File: config.mk
export PLATFORM = sky130hd
export DESIGN_NAME = gbp_out_queue
export DESIGN_NICKNAME = d
export VERILOG_FILES = /design/src/rtl/gbp_pkg.sv /design/src/rtl/gbp_out_queue.sv
export SDC_FILE = /design/constraint.sdc
export NUM_CORES = 1
export LEC_CHECK = 0
export ABC_AREA = 1
export ABC_CLOCK_PERIOD_IN_PS = 10900
export BUFFER_PORTS_ARGS = -buffer_cell sky130_fd_sc_hd__buf_2
export CAP_MARGIN = 0
export CORE_UTILIZATION = 50
export CTS_CLUSTER_SIZE = 30
export DETAILED_ROUTE_END_ITERATION = 10
export PLACE_DENSITY_LB_ADDON = 0.3
export REMOVE_ABC_BUFFERS = 1
export SLEW_MARGIN = 40
export SYNTH_ARGS = -nofsm -noshare
export SYNTH_HDL_FRONTEND = slang
export SYNTH_SLANG_ARGS = --single-unit
File: constraint.sdc
create_clock -name i_clk -period 10.9 [get_ports i_clk]
set_input_delay 1.09 -clock i_clk [delete_from_list [all_inputs] [get_ports i_clk]]
set_output_delay 1.09 -clock i_clk [all_outputs]
set_load 0.02 [all_outputs]
File: src/rtl/gbp_pkg.sv
`default_nettype none

package gbp_pkg;

    // Table index width, default for the top level
    localparam int INDEX_BITS_DEF = 12;

    // Configuration port
    localparam int CFG_AW   = 3;
    localparam int CFG_DW   = 32;
    localparam int HLEN_W   = 4;
    localparam logic [HLEN_W-1:0] HLEN_RESET = 4'd8;

    // Register indexes, taken from paddr[2]
    localparam logic REG_HISTORY_BITS = 1'b0;

    // Counter value written by the clearing pass: weakly taken
    localparam logic [1:0] CTR_WEAK_TAKEN = 2'd2;
    localparam logic [1:0] CTR_MAX        = 2'd3;
    localparam logic [1:0] CTR_MIN        = 2'd0;

    typedef struct packed {
        logic [31:0] branch_address;
        logic        actual_taken;
    } t_in;

    typedef struct packed {
        logic        predicted_taken;
        logic        mispredicted;
        logic [31:0] miss_total;
    } t_out;

    typedef enum logic [1:0] {
        ST_CLEAR,
        ST_IDLE,
        ST_BUSY
    } t_state;

endpackage

`default_nettype wire

File: src/rtl/gbp_out_queue.sv
`default_nettype none

module gbp_out_queue (
    input  wire logic          i_clk,
    input  wire logic          i_rst_n,
    input  wire logic          i_push,
    input  wire gbp_pkg::t_out i_data,
    output logic               o_room,
    output logic               o_valid,
    input  wire logic          i_ready,
    output gbp_pkg::t_out      o_data
);

    gbp_pkg::t_out r_head;
    gbp_pkg::t_out r_tail;
    logic [1:0]    r_cnt;
    logic          w_pop;

    assign w_pop   = (r_cnt != 2'd0) && i_ready;
    assign o_valid = (r_cnt != 2'd0);
    assign o_data  = r_head;
    // Leave room for one more transaction while one waits
    assign o_room  = (r_cnt != 2'd2);

    // Track fill level
    always_ff @(posedge i_clk) begin
        if (!i_rst_n) begin
            r_cnt <= 2'd0;
        end else if (i_push && !w_pop) begin
            r_cnt <= r_cnt + 2'd1;
        end else if (!i_push && w_pop) begin
            r_cnt <= r_cnt - 2'd1;
        end
    end

    // Move entries towards the head
    always_ff @(posedge i_clk) begin
        if (i_push && !w_pop) begin
            if (r_cnt == 2'd0) begin
                r_head <= i_data;
            end else begin
                r_tail <= i_data;
            end
        end else if (i_push && w_pop) begin
            if (r_cnt == 2'd1) begin
                r_head <= i_data;
            end else begin
                r_head <= r_tail;
                r_tail <= i_data;
            end
        end else if (w_pop) begin
            r_head <= r_tail;
        end
    end

endmodule

`default_nettype wire

== Yosys cells after proc, flatten, opt, wreduce, memory -nomap -nowiden ==
Cells that the tools add are included.
Operators by class
  equality and inequality tests: 5
  reductions and logical operators: 13
  multiplexer cells: 11
  add/subtract/negate cells: 2
Operators by type and width (number)
  34-bit two-way mux: 9
  2-bit inequality test (second input constant): 3
  2-bit nonzero test: 3
  1-bit logical AND: 4
  2-bit two-way mux: 2
  3-bit AND reduction: 1
  3-bit nonzero test: 1
  2-bit by 1-bit adder with 2-bit output (second input constant): 1
  2-bit by 1-bit == test with 1-bit output (second input constant): 1
  1-bit zero test: 2
  2-bit zero test: 1
  2-bit by 1-bit inequality test with 1-bit output (second input constant): 1
  2-bit AND reduction: 1
  2-bit by 1-bit subtractor with 2-bit output (second input constant): 1
Storage, ports and cells
  output and inout port bits: 36
  register bits: 70

== Longest topological paths before layout ==
  word-level depth: 6
  depth in mapped cells: 11

== Worst setup path before layout ==
Ideal clock, no wire load.
  kind: input -> register
  start point: input i_ready
  end point: register r_tail[0] (netlist bit) (enable)
  buffers on the path: 1
  slack: 6394 ps
  stages: 5
  data arrival time: 4034 ps
  path through: nand2_1 ha_1 inv_2 buf_4 o21ai_0
On the way
  longest elaborated chain between the ends: 5
Ends and longest elaborated chain
  start: declaration: RTL line gbp_out_queue.sv:10  | input wire logic i_ready,
  1-bit logical AND *: RTL line gbp_out_queue.sv:19  | assign w_pop = (r_cnt != 2'd0) && i_ready;
  1-bit zero test: RTL line gbp_out_queue.sv:38  | if (i_push && !w_pop) begin
  1-bit logical AND: RTL line gbp_out_queue.sv:38
  2-bit inequality test (no source line) / 2-bit nonzero test (equally long branches)
  3-bit AND reduction (no source line) *
  end signal: assignment: RTL line gbp_out_queue.sv:42  | r_tail <= i_data;
  end signal: assignment: RTL line gbp_out_queue.sv:49  | r_tail <= i_data;
  end: declaration: RTL line gbp_out_queue.sv:15  | gbp_pkg::t_out r_tail;
Every way passes the cells marked *; elsewhere a longest branch is shown, timed or not.
A chain may end at the register's enable or synchronous reset.

== Worst setup path after layout ==
  start point: register r_cnt[0]
  end point: register r_tail[8] (netlist bit) (enable)
On the way
  longest elaborated chain between the ends: 6
Ends and longest elaborated chain
  start: declaration: RTL line gbp_out_queue.sv:16  | logic [1:0] r_cnt;
  start signal: assignment: RTL line gbp_out_queue.sv:30  | r_cnt <= r_cnt + 2'd1;
  start signal: assignment: RTL line gbp_out_queue.sv:32  | r_cnt <= r_cnt - 2'd1;
  2-bit nonzero test: RTL line gbp_out_queue.sv:19
  1-bit logical AND: RTL line gbp_out_queue.sv:19
  1-bit zero test: RTL line gbp_out_queue.sv:38
  1-bit logical AND: RTL line gbp_out_queue.sv:38
  2-bit inequality test (no source line) / 2-bit nonzero test (equally long branches)
  3-bit AND reduction (no source line) *
Marked as above.

==> results.cfg <==
[placement]
routabilityCongestion = 0.728
detailed_place_hpwl_um = 3280
io_buffers = 73
dpl_worst_slack_ps = 7830

[timing]
worst_pin_slew_ps = 718
report.final.hold_viol_count = 0
setup_repair_after_global_routing_missed_its_margin = no
fin_skew_ps = 4.43
drv_slew = 0
finalCriticalPeriod_ps = 2790
post-route-period-util_pct = 25.6
fmax_mhz = 359
fin_ws_ps = 8110
slew_headroom_pct = 52.1
number_of_endpoints_failing_setup_at_the_final_stage = 0
finalSetupTns_ps = 0

[worst_setup_path]
data_required_time_at_the_worst_endpoint_ps = 10940
critPathSlowestCell = sky130_fd_sc_hd__inv_2
cp_data_arrival_time_ps = 2830
timing_worst_setup_path_type = reg -> reg
timing.critical_path.cells = inv_1 > ha_1 > inv_1 > nand2_1 > ha_1 > inv_2 > nand3b_1 > o21ai_4 > buf_16
worstReg2RegStart = r_cnt[0]$_SDFFE_PN0P_
critical_path_s_largest_stage_delay_ps = 530
crit_path_max_fanout = 38
cp_launch_type = flip-flop
cp-startpoint = r_cnt[0]$_SDFFE_PN0P_
endpoint_kind = flip-flop

[finish]
layout_commonest_cell = sky130_fd_sc_hd__nand2_1
final_net_count = 340
synthToLayoutAreaGrowth_pct = 20.7
most-common-layout-cells = sky130_fd_sc_hd__nand2_1 (77), sky130_fd_sc_hd__buf_2 (73), sky130_fd_sc_hd__edfxtp_1 (68), sky130_fd_sc_hd__nand3_1 (35), sky130_fd_sc_hd__inv_1 (10)
proportion_of_layout_cells_with_a_drive_suffix_above_1_pct = 30.5
antenna_cells = 0
num-fill-cells = 415

[cts]
cts-htree-levels = 3
post-cts-setup-buffers = 0
cts.hold.buffers_added = 0
ctsResizeCount = 0
cts_tree = yes
ctsRootBufferMaster = sky130_fd_sc_hd__clkbuf_8
cts_num_sinks = 70
worst_skew_pair.late_latency_ps = 330
cts_inserted_buffers = 9
path_clk_slew_ps = 70
clk_path_buf_depth = 2

[global_route]
grt_remaining_overflow = 0
number_of_global_route_vias_before_repair = 1676
track_usage_pct = 17.8
largest_net_degree_at_the_start_of_global_routing = 39
grt_first_pass_wirelength_um = 7730
antenna_violations_before_repair = 0

[yosys]
postSynthRegisterBits = 70
syn_area_per_cell_um2 = 12.9
synth_top_family_by_area = simple AND/OR/NAND/NOR gates
netlist_area_um2 = 2800
muxShareOfSynthArea_pct = 0
synthAdderAreaFrac_pct = 3.13
synth_simple_gate_area_share_pct = 18.2
post_synth_num_cell_types = 16
post_synth_xor_area_fraction_pct = 0
synth-compound-area-share_pct = 0.536
seq_area_frac_synth_pct = 74.4
synthCells = 217
ys_warn_count = 0

[die]
floorplan.initialDensity_pct = 53.4
num_rows = 26
die_width_um = 76.8
dieHeight_um = 76.8
core_area_um2 = 5240
floorplan.die_area_um2 = 5900
num_io_pins = 74

[job]
max_cap_violations = 0

[routing]
drcViolationCount = 0
route.antenna.remaining_nets = 0
post_drt_via_cell_ratio = 4.91
count_of_vias_placed_by_the_detailed_router = 1808
dr.pass1.iters = 4
wire_length_per_cell_um = 13.2
drtIter0Drc = 153
postRouteWirelength_um = 4870

[pwr]
total_switching_power_w = 0.000220
power_frac_seq_pct = 52.7
p_int_w = 0.000500
cellLeakagePower_nw = 1.49
switching_share_pct = 30.6
clkPwrFrac_pct = 22.7
combPwrFrac_pct = 24.6
power.density_nw_per_um2 = 213
maximum_vdd_drop_mv = 0.0992

[worst_hold_path]
holdCritStartpoint = r_cnt[0]$_SDFFE_PN0P_
path_class_of_the_lowest_slack_min_delay_path = reg -> reg

[status]
run_status = completed
power by group through the flow:
stage	Clock, W	Sequential (W)	Combinational [W]
finish	0.000164	0.000380	0.000177
global route	0.000173	0.000386	0.000193
CTS	0.000164	0.000381	0.000179
detailed placement	0	0.000386	0.000178
global placement	0	0.000385	0.000169
floorplan	0	0.000432	0.0000691
kinds of logic (layout without fill, tap and decap cells):
kind of cell | count (synthesis) | after routing
simple gates | 118 | 118
fa+ha+maj | 7 | 7
compound gates | 3 | 3
flops | 70 | 70
buf+inv | 19 | 100
routing by layer:
layer,track usage [%],vias to the layer above,wire length [µm]
met5,0,-,0
met4,11.5,0,93
met3,3.93,9,285
met2,28.2,65,2480
met1,21.9,828,2010
li1,-,906,-
cells in the mapped netlist:
cell type                  instances  area [µm²]
sky130_fd_sc_hd__nand2_1          77         289
sky130_fd_sc_hd__edfxtp_1         68        2040
sky130_fd_sc_hd__nand3_1          35         175
sky130_fd_sc_hd__inv_1            10        37.5
sky130_fd_sc_hd__ha_1              7        87.6
sky130_fd_sc_hd__buf_4             4        30.0
sky130_fd_sc_hd__a21oi_1           2        10.0
sky130_fd_sc_hd__buf_2             2        10.0
sky130_fd_sc_hd__buf_6             2        22.5
sky130_fd_sc_hd__dfxtp_1           2        40.0
sky130_fd_sc_hd__nand2_2           2        12.5
sky130_fd_sc_hd__nand2_4           2        22.5
sky130_fd_sc_hd__inv_2             1        3.75
sky130_fd_sc_hd__nand3b_1          1        7.51
sky130_fd_sc_hd__nor2_1            1        3.75
sky130_fd_sc_hd__o21ai_0           1        5.00
final timing paths:
path / slack [ps] / to / cells after the start
max: 8110 / r_tail[8]$_DFFE_PP_ / 9
max reg2reg: 8110 / r_tail[8]$_DFFE_PP_ / 9
min: 530 / r_cnt[0]$_SDFFE_PN0P_ / 2
min reg2reg: 530 / r_cnt[0]$_SDFFE_PN0P_ / 2
layout make-up:
cell class / instances / area, µm² / area share (%)
Clock inverter: 4 / 16.3 / 0.481
Sequential cell: 70 / 2080 / 61.6
Tap cell: 70 / 87.6 / 2.59
Multi-Input combinational cell: 128 / 624 / 18.5
Clock buffer: 10 / 128 / 3.78
Inverter: 11 / 41.3 / 1.22
Timing Repair Buffer: 75 / 400 / 11.8
state kept, by name (all words and copies together), names as in the netlist:
signal,count
r_tail,34
o_data,34
r_cnt,2
worst max-delay path: cells and delay by family (launching register included):
kind	cells	cell delay, ps
buffers and inverters	4	960
adders and majority gates	2	500
DFF	1	410
and+or+nand+nor	2	330
AOI/OAI and AO/OA	1	290
per-stage QoR:
| stage | util, % | total power [W] | hold slack [ps] | cells | cell area [µm²] |
|---|---|---|---|---|---|
| 2_1_floorplan | - | 0.000501 | 479 | 209 | 2740 |
| 3_3_place_gp | 61.3 | 0.000554 | 495 | 353 | 3210 |
| 3_5_place_dp | 61.8 | 0.000564 | 512 | 354 | 3240 |
| 4_1_cts | 64.5 | 0.000723 | 521 | 368 | 3380 |
| 5_1_grt | 64.5 | 0.000752 | 571 | 368 | 3380 |
| 6_report | 64.5 | 0.000721 | 527 | 368 | 3380 |
Power figures use the tool's default switching activity.
